<file path="src/hw/rtl/svv_pkg.sv">
// shared types, constants and helper functions of the version string validator
`timescale 1ns / 1ps

package svv_pkg;

  // longest accepted string in bytes
  localparam int MAX_LENGTH = 64;
  // byte count runs up to MAX_LENGTH + 1 and sticks there
  localparam int BCNT_W     = $clog2(MAX_LENGTH + 2);

  // section codes
  localparam logic [1:0] SEC_CORE0 = 2'd0;
  localparam logic [1:0] SEC_CORE1 = 2'd1;
  localparam logic [1:0] SEC_CORE2 = 2'd2;
  localparam logic [1:0] SEC_PRE   = 2'd3;

  // character codes
  localparam logic [7:0] CH_PLUS  = 8'h2b;
  localparam logic [7:0] CH_DASH  = 8'h2d;
  localparam logic [7:0] CH_DOT   = 8'h2e;
  localparam logic [7:0] CH_ZERO  = 8'h30;
  localparam logic [7:0] CH_NINE  = 8'h39;
  localparam logic [7:0] CH_UP_A  = 8'h41;
  localparam logic [7:0] CH_UP_Z  = 8'h5a;
  localparam logic [7:0] CH_LO_A  = 8'h61;
  localparam logic [7:0] CH_LO_Z  = 8'h7a;

  // one request as held in the input register
  typedef struct packed {
    logic [7:0] character;
    logic       has_char;
    logic       last;
  } item_t;

  function automatic logic is_digit(input logic [7:0] c);
    return (c >= CH_ZERO) && (c <= CH_NINE);
  endfunction

  function automatic logic is_alnum(input logic [7:0] c);
    return is_digit(c) || ((c >= CH_LO_A) && (c <= CH_LO_Z)) ||
           ((c >= CH_UP_A) && (c <= CH_UP_Z));
  endfunction

  // field closes cleanly: non-empty, no leading zero when numeric
  function automatic logic field_ok(input logic [1:0] flen, input logic fzero,
                                    input logic fdig);
    return (flen != 2'd0) && !(fdig && (flen == 2'd2) && fzero);
  endfunction

endpackage

</file>
<file path="src/hw/rtl/svv_in_reg.sv">
// input register stage holding one request
`timescale 1ns / 1ps

module svv_in_reg
  import svv_pkg::*;
(
  input  logic  clk_i,
  input  logic  rst_ni,
  input  logic  valid_i,
  output logic  ready_o,
  input  item_t item_i,
  input  logic  fire_i,
  output logic  valid_o,
  output item_t item_o
);

  logic  valid_q, valid_d;
  item_t item_q;

  assign ready_o = !valid_q || fire_i;
  assign valid_d = (valid_i && ready_o) ? 1'b1 : (fire_i ? 1'b0 : valid_q);

  always_ff @(posedge clk_i or negedge rst_ni) begin
    if (!rst_ni) begin
      valid_q <= 1'b0;
    end else begin
      valid_q <= valid_d;
    end
  end

  always_ff @(posedge clk_i) begin
    if (valid_i && ready_o) begin
      item_q <= item_i;
    end
  end

  assign valid_o = valid_q;
  assign item_o  = item_q;

endmodule

</file>
<file path="src/hw/rtl/svv_parse.sv">
// parse state registers, per-byte update and end-of-string verdict
`timescale 1ns / 1ps

module svv_parse
  import svv_pkg::*;
(
  input  logic  clk_i,
  input  logic  rst_ni,
  input  logic  fire_i,
  input  item_t item_i,
  output logic  verdict_o
);

  logic [1:0]        section_q, section_d;
  logic [1:0]        flen_q, flen_d;
  logic              fzero_q, fzero_d;
  logic              fdig_q, fdig_d;
  logic              failed_q, failed_d;
  logic [BCNT_W-1:0] bcnt_q, bcnt_d;

  // state after applying the byte of this request (if any)
  logic [1:0]        sec_n;
  logic [1:0]        flen_n;
  logic              fzero_n, fdig_n, failed_n;
  logic [BCNT_W-1:0] bcnt_n;

  always_comb begin
    logic [7:0] c;
    logic       take;
    logic       newf;
    c        = item_i.character;
    take     = 1'b0;
    newf     = 1'b0;
    sec_n    = section_q;
    flen_n   = flen_q;
    fzero_n  = fzero_q;
    fdig_n   = fdig_q;
    failed_n = failed_q;
    bcnt_n   = bcnt_q;
    if (item_i.has_char) begin
      if (bcnt_q < BCNT_W'(MAX_LENGTH + 1)) begin
        bcnt_n = bcnt_q + BCNT_W'(1);
      end
      if (c == CH_PLUS) begin
        failed_n = 1'b1;
      end
      if (section_q != SEC_PRE) begin
        if (c == CH_DOT) begin
          newf = 1'b1;
          if ((section_q == SEC_CORE2) || !field_ok(flen_q, fzero_q, fdig_q)) begin
            failed_n = 1'b1;
          end else begin
            sec_n = section_q + 2'd1;
          end
        end else if (c == CH_DASH) begin
          newf  = 1'b1;
          sec_n = SEC_PRE;
          if ((section_q != SEC_CORE2) || !field_ok(flen_q, fzero_q, fdig_q)) begin
            failed_n = 1'b1;
          end
        end else if (is_digit(c)) begin
          take = 1'b1;
        end else begin
          failed_n = 1'b1;
        end
      end else begin
        if (c == CH_DOT) begin
          newf = 1'b1;
          if (!field_ok(flen_q, fzero_q, fdig_q)) begin
            failed_n = 1'b1;
          end
        end else if (is_alnum(c) || (c == CH_DASH)) begin
          take = 1'b1;
        end else begin
          failed_n = 1'b1;
        end
      end
      if (newf) begin
        flen_n  = 2'd0;
        fzero_n = 1'b0;
        fdig_n  = 1'b1;
      end
      if (take) begin
        if (flen_q == 2'd0) begin
          fzero_n = (c == CH_ZERO);
        end
        if (!is_digit(c)) begin
          fdig_n = 1'b0;
        end
        if (flen_q != 2'd2) begin
          flen_n = flen_q + 2'd1;
        end
      end
    end
  end

  assign verdict_o = !failed_n && (bcnt_n != '0) &&
                     (bcnt_n <= BCNT_W'(MAX_LENGTH)) &&
                     (sec_n != SEC_CORE0) && (sec_n != SEC_CORE1) &&
                     field_ok(flen_n, fzero_n, fdig_n);

  // end of string returns everything to reset
  always_comb begin
    section_d = section_q;
    flen_d    = flen_q;
    fzero_d   = fzero_q;
    fdig_d    = fdig_q;
    failed_d  = failed_q;
    bcnt_d    = bcnt_q;
    if (fire_i) begin
      if (item_i.last) begin
        section_d = SEC_CORE0;
        flen_d    = 2'd0;
        fzero_d   = 1'b0;
        fdig_d    = 1'b1;
        failed_d  = 1'b0;
        bcnt_d    = '0;
      end else begin
        section_d = sec_n;
        flen_d    = flen_n;
        fzero_d   = fzero_n;
        fdig_d    = fdig_n;
        failed_d  = failed_n;
        bcnt_d    = bcnt_n;
      end
    end
  end

  always_ff @(posedge clk_i or negedge rst_ni) begin
    if (!rst_ni) begin
      section_q <= SEC_CORE0;
      flen_q    <= 2'd0;
      fzero_q   <= 1'b0;
      fdig_q    <= 1'b1;
      failed_q  <= 1'b0;
      bcnt_q    <= '0;
    end else begin
      section_q <= section_d;
      flen_q    <= flen_d;
      fzero_q   <= fzero_d;
      fdig_q    <= fdig_d;
      failed_q  <= failed_d;
      bcnt_q    <= bcnt_d;
    end
  end

endmodule

</file>
<file path="src/hw/rtl/svv_out_reg.sv">
// result register holding one verdict until taken
`timescale 1ns / 1ps

module svv_out_reg
  import svv_pkg::*;
(
  input  logic clk_i,
  input  logic rst_ni,
  input  logic load_i,
  input  logic verdict_i,
  output logic can_load_o,
  output logic valid_o,
  input  logic ready_i,
  output logic verdict_o
);

  logic valid_q, valid_d;
  logic verdict_q;

  assign can_load_o = !valid_q || ready_i;
  assign valid_d    = load_i ? 1'b1 : ((valid_q && ready_i) ? 1'b0 : valid_q);

  always_ff @(posedge clk_i or negedge rst_ni) begin
    if (!rst_ni) begin
      valid_q <= 1'b0;
    end else begin
      valid_q <= valid_d;
    end
  end

  always_ff @(posedge clk_i) begin
    if (load_i) begin
      verdict_q <= verdict_i;
    end
  end

  assign valid_o   = valid_q;
  assign verdict_o = verdict_q;

endmodule

</file>
<file path="src/hw/rtl/semver_string_validator_top.sv">
// top level of the semantic version string validator
`timescale 1ns / 1ps

// Checks a version string streamed in one byte per request and gives one
// verdict request per string, on the request marked tlast. A string passes
// when it is three dot-separated decimal core numbers without leading zeros,
// optionally followed by a dash and a non-empty dot-separated prerelease of
// letters, digits and dash (numeric identifiers without leading zero); any
// '+', an empty string or more than MAX_LENGTH bytes fails. Throughput is one
// request per cycle while the result register has room for a string end; each
// byte goes from the input register through the parse update into the state
// and result registers. A request with tuser low carries no byte; with tlast
// high it only closes the string.

module semver_string_validator_top
  import svv_pkg::*;
(
  input  logic       clk_i,
  input  logic       rst_ni,
  // input stream
  input  logic       s_axis_tvalid,
  output logic       s_axis_tready,
  input  logic [7:0] s_axis_tdata,   // [7:0] character
  input  logic       s_axis_tuser,   // [0] has_char
  input  logic       s_axis_tlast,
  // verdict stream
  output logic       m_axis_tvalid,
  input  logic       m_axis_tready,
  output logic [7:0] m_axis_tdata    // [0] valid_res, [7:1] zero
);

  item_t in_item;
  item_t s1_item;
  logic  s1_valid;
  logic  s1_fire;
  logic  out_can_load;
  logic  verdict;
  logic  out_verdict;

  assign in_item.character = s_axis_tdata;
  assign in_item.has_char  = s_axis_tuser;
  assign in_item.last      = s_axis_tlast;

  // a string end needs room in the result register, other bytes never stall
  assign s1_fire = s1_valid && (!s1_item.last || out_can_load);

  svv_in_reg u_in_reg (
    .clk_i   (clk_i),
    .rst_ni  (rst_ni),
    .valid_i (s_axis_tvalid),
    .ready_o (s_axis_tready),
    .item_i  (in_item),
    .fire_i  (s1_fire),
    .valid_o (s1_valid),
    .item_o  (s1_item)
  );

  svv_parse u_parse (
    .clk_i     (clk_i),
    .rst_ni    (rst_ni),
    .fire_i    (s1_fire),
    .item_i    (s1_item),
    .verdict_o (verdict)
  );

  svv_out_reg u_out_reg (
    .clk_i      (clk_i),
    .rst_ni     (rst_ni),
    .load_i     (s1_fire && s1_item.last),
    .verdict_i  (verdict),
    .can_load_o (out_can_load),
    .valid_o    (m_axis_tvalid),
    .ready_i    (m_axis_tready),
    .verdict_o  (out_verdict)
  );

  assign m_axis_tdata = {7'd0, out_verdict};

endmodule
</file>
<file path="config.mk">
export PLATFORM = sky130hd
export DESIGN_NAME = semver_string_validator_top
export DESIGN_NICKNAME = d
export VERILOG_FILES = /design/src/hw/rtl/svv_pkg.sv /design/src/hw/rtl/svv_in_reg.sv /design/src/hw/rtl/svv_parse.sv /design/src/hw/rtl/svv_out_reg.sv /design/src/hw/rtl/semver_string_validator_top.sv
export SDC_FILE = /design/constraint.sdc
export NUM_CORES = 1
export LEC_CHECK = 0
export ABC_CLOCK_PERIOD_IN_PS = 4600
export BUFFER_PORTS_ARGS = -buffer_cell sky130_fd_sc_hd__buf_4
export CORE_MARGIN = 1.5
export CORE_UTILIZATION = 61
export DETAILED_ROUTE_END_ITERATION = 7
export GPL_ROUTABILITY_DRIVEN = 1
export PLACE_DENSITY = 0.89
export SYNTH_ARGS = -nofsm -noshare
export SYNTH_HDL_FRONTEND = slang
export SYNTH_HIERARCHICAL = 1
export SYNTH_SLANG_ARGS = --single-unit
</file>
<file path="constraint.sdc">
create_clock -name clk_i -period 4.6 [get_ports clk_i]
set_input_delay 0.69 -clock clk_i [delete_from_list [all_inputs] [get_ports clk_i]]
set_output_delay 0.69 -clock clk_i [all_outputs]
set_load 0.01 [all_outputs]
</file>
==> impl_metrics.tcl, run 1 <==
set metrics [dict create \
    status "completed" \
    synth_cells 182 \
    cts_hold_buf 0 \
    syn_area_um2 1770 \
    worstPathArrival_ns 1.78 \
    path_class "flip-flop to output port" \
    p_total_mw 0.512 \
    synth_cell_types 62 \
    drc 0 \
    rows 19 \
    period_share_pct 53.7 \
    dpl_cell_area_um2 1870 \
    antenna_found_initial 0 \
    grt_max_degree 18 \
    finalCriticalPeriod_ns 2.47 \
    avgRoutedWirePerCell_um 15.9 \
    synth-seq-cells 27 \
    start_util_pct 64.2 \
    drtIter0Drc 67 \
    reg2reg_depth 6 \
    dr.pass1.iters 4 \
    vias 1417 \
    r2r_end "u_out_reg/verdict_o" \
    yosys.area.top_type_share_pct 21.2 \
    fin_util_pct 68.8 \
    use_met2_pct 40.9 \
    synth-seq-area-share_pct 41.3 \
    cts_root_buf "clkbuf_4" \
    async_flop_share_pct 59.3 \
    core_um2 2760 \
    cts_setup_buffers 0 \
    ys_warn_count 6 \
    cp-end-kind "output port" \
    die_w_um 56.9 \
    slew_violations 0 \
    clk_pin_slew_ns 0.14 \
    met3_usage_pct 3.69 \
    ant_nets 0 \
    io-pin-count 24 \
    grt.total_usage_pct 25.4 \
    clockBufferDepth 2 \
    max-cap-violations 0 \
    diodes 0 \
    crit_chain "a21boi_1 -> nand2b_4 -> buf_4" \
    viasPerCell 6.27 \
    nets 213 \
    max_freq_ghz 0.405 \
    regToRegSetupSlack_ns 2.32 \
    avgSynthCellArea_um2 9.73 \
    port-buffer-count 16 \
    place.gp.congestion 0.947 \
    critPathLaunch "u_in_reg/item_o[0]" \
    tns_ns 0 \
    peakVddDrop_v 0.000271 \
    synth.largest_area_cell "dfrtp_1" \
    max_stage_delay_ns 0.61 \
    synthTopCellsByCount "dfrtp_1 (15), nand2_1 (12), nor2_1 (12)" \
    synth_flop_cell "dfrtp_1" \
    grt_use_met1_pct 33.0 \
    r2r_start "u_in_reg/item_o[1]" \
    busiest_layer "met2" \
    grt_pass1_vias 1411 \
    cts_tree "done" \
    slew-limit-headroom_pct 61.8 \
    synth_edf_count 11 \
    syn_to_final_growth_pct 7.14 \
    htreeDepth 1 \
    hold_path_class "input pin to async pin" \
    crit_slowest_cell "edfxtp_1" \
    hold_viol_final 0 \
    cp.required_ns 3.91 \
    synthTopCellsByArea "dfrtp_1 (21%), edfxtp_1 (19%), buf_4 (3.4%), nand3_1 (3.1%), o21ai_0 (3.1%)" \
    grt_pass1_wl_um 6340 \
    yosysMostFrequentCell "dfrtp_1" \
    cts_buffers 3 \
    critPathLaunchType "flip-flop" \
    wirelength_um 3590 \
    cp_max_fo 13 \
    power_density_nw_per_um2 270 \
    numClockSinks 27 \
    rsz0062_at_grt "no" \
    die_area_um2 3230 \
    layout-drive-gt1-share_pct 20.0 \
    hpwl_um 2680 \
    final_area_um2 1900 \
    fill_cells 212 \
    dieHeight_um 56.9 \
    tightest_slew_ns 0.573 \
    p_leak_nw 0.803 \
    setup_viol 0 \
    overflow 0 \
    cts-resized-gates 0 \
    skew_ns 0.00601 \
    insertion_delay_ns 0.33 \
]
-- where the power goes --
group	internal, mW	leakage (nW)	switching (mW)
logic	0.0514	0.473	0.0620
registers	0.270	0.316	0.0272
clock network	0.0341	0.0150	0.0674
total	0.355	0.803	0.157
-- cell usage in the layout (no fill, tap or decap), types with 3 or more instances in the layout --
cell       n
a21boi_1   3
inv_1      6
clkbuf_4   3
nand2_1   12
buf_4     16
o21ai_0   11
conb_1     7
and3_1     3
a21oi_1    9
edfxtp_1  11
nor2b_1    3
nor3_1     4
ha_1       3
nand3_1   11
o21ai_1    6
nand2b_1   3
nor2_1    12
dfrtp_1   15
-- how the worst max path moves through the flow --
stage	to	depth (start not counted)	slack [ns]
floorplan	s_axis_tready	4	2.52
global placement	u_parse/bcnt_q[2]	9	2.19
detailed placement	u_parse/bcnt_q[2]	9	2.11
CTS	s_axis_tready	3	2.14
global route	s_axis_tready	3	1.97
finish	s_axis_tready	3	2.13
-- final cells by class --
type / count / area [um^2] / share of cell area (%)
Clock buffer: 4 / 26.3 / 1.39
Inverter: 6 / 22.5 / 1.19
Multi-Input combinational cell: 142 / 957 / 50.5
Sequential cell: 27 / 732 / 38.6
Tap cell: 31 / 38.8 / 2.04
Timing Repair Buffer: 16 / 120 / 6.33
-- layer usage --
| metal | share of wire (%) | wire length (um) |
|---|---|---|
| met5 | 0 | 0 |
| met2 | 49 | 1750 |
| met1 | 43 | 1530 |
| met3 | 5.4 | 194 |
| met4 | 3.4 | 121 |
-- cells by family after synthesis --
| kind of cell | after synthesis | synth area share, % |
|---|---|---|
| other cells | 1 | 0.212 |
| xor+xnor | 2 | 0.990 |
| simple gates | 69 | 23.4 |
| buf+inv | 19 | 5.87 |
| flops | 27 | 41.3 |
| compound gates | 58 | 24.2 |
| mux | 3 | 1.84 |
| fa+ha+maj | 3 | 2.12 |
-- state kept, by name, indices dropped and copies added (netlist names) --
name,cells
u_in_reg/item_o,10
u_in_reg/valid_o,1
u_out_reg/valid_o,1
u_out_reg/verdict_o,1
u_parse/bcnt_q,7
u_parse/failed_q,1
u_parse/fdig_q,1
u_parse/flen_q,2
u_parse/fzero_q,1
u_parse/section_q,2
-- worst max-delay path: cells and delay by family, from the launching register on --
kind            cells  cell delay [ns]
compound gates      1             0.49
buf+inv             1             0.11
flops               1             0.61
simple gates        1             0.24
-- metrics by stage --
| stage | setup slack, ns | cells | hold WS [ns] |
|---|---|---|---|
| 6_report | 2.13 | 226 | 0.185 |
| 5_1_grt | 1.97 | 226 | 0.185 |
| 4_1_cts | 2.14 | 226 | 0.182 |
| 3_5_place_dp | 2.11 | 222 | 0.520 |
| 3_3_place_gp | 2.19 | 222 | 0.512 |
| 2_1_floorplan | 2.52 | 188 | 0.394 |
Note: power is estimated with default switching activity, not from simulation.
==> inputs of run 2 (changes only) <==
--- a/config.mk
+++ b/config.mk
@@ -5,13 +5,13 @@
 export SDC_FILE = /design/constraint.sdc
 export NUM_CORES = 1
 export LEC_CHECK = 0
-export ABC_CLOCK_PERIOD_IN_PS = 4600
+export ABC_CLOCK_PERIOD_IN_PS = 2300
 export BUFFER_PORTS_ARGS = -buffer_cell sky130_fd_sc_hd__buf_4
 export CORE_MARGIN = 1.5
-export CORE_UTILIZATION = 61
+export CORE_UTILIZATION = 57
 export DETAILED_ROUTE_END_ITERATION = 7
 export GPL_ROUTABILITY_DRIVEN = 1
-export PLACE_DENSITY = 0.89
+export PLACE_DENSITY = 0.84
 export SYNTH_ARGS = -nofsm -noshare
 export SYNTH_HDL_FRONTEND = slang
 export SYNTH_HIERARCHICAL = 1
==> constraint.sdc (replaced) <==
create_clock -name clk_i -period 2.3 [get_ports clk_i]
set_input_delay 0.345 -clock clk_i [delete_from_list [all_inputs] [get_ports clk_i]]
set_output_delay 0.345 -clock clk_i [all_outputs]
set_load 0.01 [all_outputs]
==> run 2 against run 1 <==
Compared with the run above: clock power is 100% higher; utilization is 4.0 points lower; clock skew is 0.0016 ns lower; sequential cell count stayed put; first-iteration DRC count is 10% higher; largest cell class unchanged; clock-buffer cell count stayed put; global-route usage is 1.6 points lower.
==> impl_metrics.tcl, run 2 (same netlist as run 1, synthesis figures left out) <==
set metrics [dict create \
    power_frac_clock_pct 19.8 \
    rsz0062_at_grt "no" \
    p_leak_nw 0.832 \
    die_w_um 58.7 \
    syn_to_final_growth_pct 9.96 \
    final_area_um2 1950 \
    p_seq_share_pct 56.1 \
    clk_pin_slew_ns 0.14 \
    grt.total_usage_pct 23.8 \
    core_um2 3000 \
    period_share_pct 94.3 \
    ant_nets 0 \
    cp-end-kind "flip-flop" \
    fill_cells 237 \
    tns_ns 0 \
    start_util_pct 59.0 \
    numClockSinks 27 \
    grt_pass1_wl_um 6300 \
    path_class "flip-flop to flip-flop" \
    cts_root_buf "clkbuf_4" \
    hold_path_class "input pin to flip-flop" \
    power.switching_mw 0.324 \
    htreeDepth 1 \
    die_area_um2 3450 \
    peakVddDrop_v 0.000478 \
    finalCriticalPeriod_ns 2.17 \
    slew_violations 0 \
    drc 0 \
    rows 20 \
    grt_pass1_vias 1361 \
    cts_setup_buffers 0 \
    final_cell_mix "buf_4 (21), dfrtp_1 (15), nand2_1 (12), nor2_1 (12)" \
    hpwl_um 2830 \
    seq_area_um2 732 \
    nets 219 \
    grt_max_degree 17 \
    dpl_cell_area_um2 1910 \
    largest_register_ffs 10 \
    vias 1450 \
    worstPathArrival_ns 2.32 \
    insertion_delay_ns 0.33 \
    cp_max_fo 5 \
    switching_share_pct 31.0 \
    diodes 0 \
    critPathLaunchType "flip-flop" \
    place.gp.congestion 0.949 \
    max_freq_ghz 0.461 \
    setup_viol 0 \
    antenna_found_initial 0 \
    overflow 0 \
    dieHeight_um 58.7 \
    cts_tree "done" \
    power_frac_comb_pct 24.1 \
    cts_buffers 3 \
    layout-drive-gt1-share_pct 21.9 \
    wirelength_um 3690 \
    power_density_nw_per_um2 538 \
    status "completed" \
    port-buffer-count 16 \
    cts-resized-gates 0 \
    multi_input_area_um2 957 \
    internal_power_mw 0.723 \
    clockBufferDepth 2 \
    io-pin-count 24 \
    viasPerCell 6.20 \
    cp.required_ns 2.45 \
    drtIter0Drc 74 \
    final_common_cell "buf_4" \
    hold_viol_final 0 \
    max-cap-violations 0 \
    avgRoutedWirePerCell_um 15.8 \
    dr.pass1.iters 4 \
    skew_ns 0.00442 \
]
run 2: area by class of cell:
class	instances	share of cell area, %
well taps	33	2.12
multi-input cells	142	49.2
clock buffers	4	1.35
repair buffers	22	8.61
flip-flops and latches	27	37.6
inverters	6	1.16
run 2: repair_timing:
| item | in CTS | in global routing |
|---|---|---|
| endpoints found under the hold margin | 15 | 0 |
| endpoints found under the setup margin | 0 | 0 |
| hold buffers | 1 | 0 |
run 2: power groups by stage:
stage                     registers [mW]  logic, mW  clock network, mW
after floorplan                    0.576      0.190                  0
after global placement             0.591      0.237                  0
after detailed placement           0.596      0.248                  0
after CTS                          0.585      0.251              0.211
after global routing               0.592      0.275              0.227
final                              0.587      0.252              0.208
run 2: metal layers:
layer / share of wire [%] / up-vias / wire length [um] / global-route usage, %
li1: - / 699 / - / -
met5: 0 / - / 0 / 0
met2: 49 / 62 / 1790 / 38.7
met1: 43 / 685 / 1590 / 32.7
met3: 7.2 / 4 / 267 / 3.96
met4: 0.84 / 0 / 31 / 7.14
run 2: worst max-delay path: stages, from the launching register on:
cell	delay, ns
dfrtp_1	0.45
ha_1	0.28
and4b_1	0.23
and3_1	0.19
o211a_1	0.22
o22ai_1	0.16
xor2_1	0.11
a2111oi_2	0.34
run 2: worst paths after layout:
path	start	slack [ns]	depth (start not counted)	end
max in group asynchronous	rst_ni	1.67	2	u_parse/fdig_q
hold / removal	s_axis_tlast	0.18	1	u_in_reg/item_o[0]
hold reg to reg	u_parse/failed_q	0.54	2	u_parse/failed_q
min in group asynchronous	rst_ni	0.38	2	u_parse/flen_q[0]
setup / recovery	u_parse/bcnt_q[0]	0.13	7	u_out_reg/verdict_o
setup reg to reg	u_parse/bcnt_q[0]	0.13	7	u_out_reg/verdict_o
run 2: metrics by stage:
stage | hold slack, ns | total power, mW | setup slack, ns | util (%) | instances
floorplan | 0.0494 | 0.766 | 0.330 | - | 188
global placement | 0.212 | 0.827 | 0.287 | 63.6 | 229
detailed placement | 0.218 | 0.843 | 0.182 | 63.6 | 229
CTS | 0.172 | 1.05 | 0.143 | 64.8 | 234
global route | 0.159 | 1.09 | 0.0282 | 64.8 | 234
finish | 0.180 | 1.05 | 0.131 | 64.8 | 234
==> inputs of run 3 (changes only) <==
--- a/config.mk
+++ b/config.mk
@@ -5,7 +5,7 @@
 export SDC_FILE = /design/constraint.sdc
 export NUM_CORES = 1
 export LEC_CHECK = 0
-export ABC_CLOCK_PERIOD_IN_PS = 2300
+export ABC_CLOCK_PERIOD_IN_PS = 2280
 export BUFFER_PORTS_ARGS = -buffer_cell sky130_fd_sc_hd__buf_4
 export CORE_MARGIN = 1.5
 export CORE_UTILIZATION = 57
==> constraint.sdc (replaced) <==
create_clock -name clk_i -period 2.28 [get_ports clk_i]
set_input_delay 0.342 -clock clk_i [delete_from_list [all_inputs] [get_ports clk_i]]
set_output_delay 0.342 -clock clk_i [all_outputs]
set_load 0.01 [all_outputs]
==> run 3 against run 2 <==
Compared with the run above: total power grew 0.75%; via count grew 1.0%; final area shrank 0.39%; die area is the same; clock power is essentially flat; critical endpoint unchanged; highest routed layer unchanged.
==> impl_metrics.tcl, run 3 (same netlist as run 1, synthesis figures left out) <==
set metrics [dict create \
    clk_pin_slew_ns 0.14 \
    setup_viol 0 \
    skew_ns 0.00900 \
    wirelength_um 3920 \
    slew_violations 0 \
    final_common_cell "buf_4" \
    drtIter0Drc 83 \
    largest_register_ffs 10 \
    layout-drive-gt1-share_pct 21.5 \
    syn_to_final_growth_pct 9.54 \
    peakVddDrop_v 0.000433 \
    dr.pass1.iters 5 \
    cp-end-kind "flip-flop" \
    fill_cells 263 \
    p_leak_nw 0.827 \
    worstPathArrival_ns 2.34 \
    setup_slack_ns 0.0863 \
    min_path_cells 1 \
    grt_max_degree 17 \
    overflow 0 \
    numClockSinks 27 \
    htreeDepth 1 \
    dieHeight_um 58.7 \
    port-buffer-count 16 \
    rows 20 \
    place.gp.congestion 0.911 \
    grt.total_usage_pct 24.5 \
    diodes 0 \
    cp_max_fo 5 \
    max_freq_ghz 0.456 \
    critPathLaunchType "flip-flop" \
    grt_pass1_wl_um 6360 \
    hp-start "s_axis_tdata[6]" \
    nets 218 \
    cts_setup_buffers 0 \
    cp.required_ns 2.42 \
    antenna_found_initial 0 \
    die_w_um 58.7 \
    final_cell_mix "buf_4 (20), dfrtp_1 (15), nand2_1 (12), nor2_1 (12)" \
    core_um2 3000 \
    viasPerCell 6.29 \
    clockBufferDepth 2 \
    drc 0 \
    status "completed" \
    reg2reg_depth 7 \
    start_util_pct 59.0 \
    ant_nets 0 \
    period_share_pct 96.2 \
    p_total_mw 1.05 \
    avgRoutedWirePerCell_um 16.8 \
    cts_hold_buf 1 \
    hold_path_class "input pin to flip-flop" \
    cts-resized-gates 0 \
    path_class "flip-flop to flip-flop" \
    io-pin-count 24 \
    die_area_um2 3450 \
    regToRegSetupSlack_ns 0.09 \
    multi_input_area_um2 957 \
    cts_tree "done" \
    rsz0062_at_grt "no" \
    max-cap-violations 0 \
    cts_root_buf "clkbuf_4" \
    pre_cts_ws_ns 0.143 \
    finalCriticalPeriod_ns 2.19 \
    insertion_delay_ns 0.33 \
    power_density_nw_per_um2 544 \
    cts_buffers 3 \
    r2r_start "u_parse/bcnt_q[0]" \
    seq_area_um2 732 \
    hold_viol_final 0 \
    hpwl_um 3000 \
    critPathLaunch "u_parse/bcnt_q[0]" \
    vias 1465 \
    grt_pass1_vias 1379 \
    tns_ns 0 \
]
[run 3: cell types whose count changed in the layout (fill, tap and decap cells not counted), sizes merged]
cell / previous run / this run
buf: 21 / 20
[run 3: final cells by class]
| cell class | instances | area share, % |
|---|---|---|
| inverters | 6 | 1.16 |
| repair buffers | 21 | 8.26 |
| clock buffers | 4 | 1.35 |
| multi-input cells | 142 | 49.4 |
| flip-flops and latches | 27 | 37.7 |
| well taps | 33 | 2.13 |
[run 3: per-stage QoR]
stage | cell area (um^2) | utilization [%] | hold WS [ns] | instances
after floorplan | 1790 | - | 0.0464 | 188
after global placement | 1900 | 63.4 | 0.209 | 228
final | 1940 | 64.6 | 0.180 | 233
after CTS | 1940 | 64.6 | 0.169 | 233
after global routing | 1940 | 64.6 | 0.163 | 233
after detailed placement | 1900 | 63.4 | 0.213 | 228
[run 3: final timing paths]
| kind | endpoint |
|---|---|
| max | u_out_reg/verdict_o |
| min | u_in_reg/item_o[8] |
| max reg2reg | u_out_reg/verdict_o |
| min reg2reg | u_parse/failed_q |
| max in group asynchronous | u_parse/fdig_q |
| min in group asynchronous | u_parse/flen_q[1] |
[run 3: power by group]
| group | switching (mW) | total, mW | internal (mW) |
|---|---|---|---|
| clock | 0.140 | 0.209 | 0.0688 |
| combinational | 0.139 | 0.253 | 0.113 |
| sequential | 0.0479 | 0.593 | 0.545 |
[run 3: per-layer routing]
| layer | global-route usage, % | vias to the layer above | share of wire (%) | routed length (um) |
|---|---|---|---|---|
| met5 | 0 | - | 0 | 0 |
| met2 | 42.4 | 54 | 52 | 2030 |
| met3 | 3.30 | 9 | 4.9 | 193 |
| met1 | 31.0 | 704 | 41 | 1630 |
| li1 | - | 698 | - | - |
| met4 | 9.74 | 0 | 1.9 | 75 |
[run 3: worst max-delay path, cell delays in order, from the launching register on]
cell       delay (ns)
dfrtp_1          0.45
ha_1             0.27
and4b_1          0.23
and3_1           0.19
o211a_1          0.23
o22ai_1          0.16
xor2_1           0.10
a2111oi_2        0.36
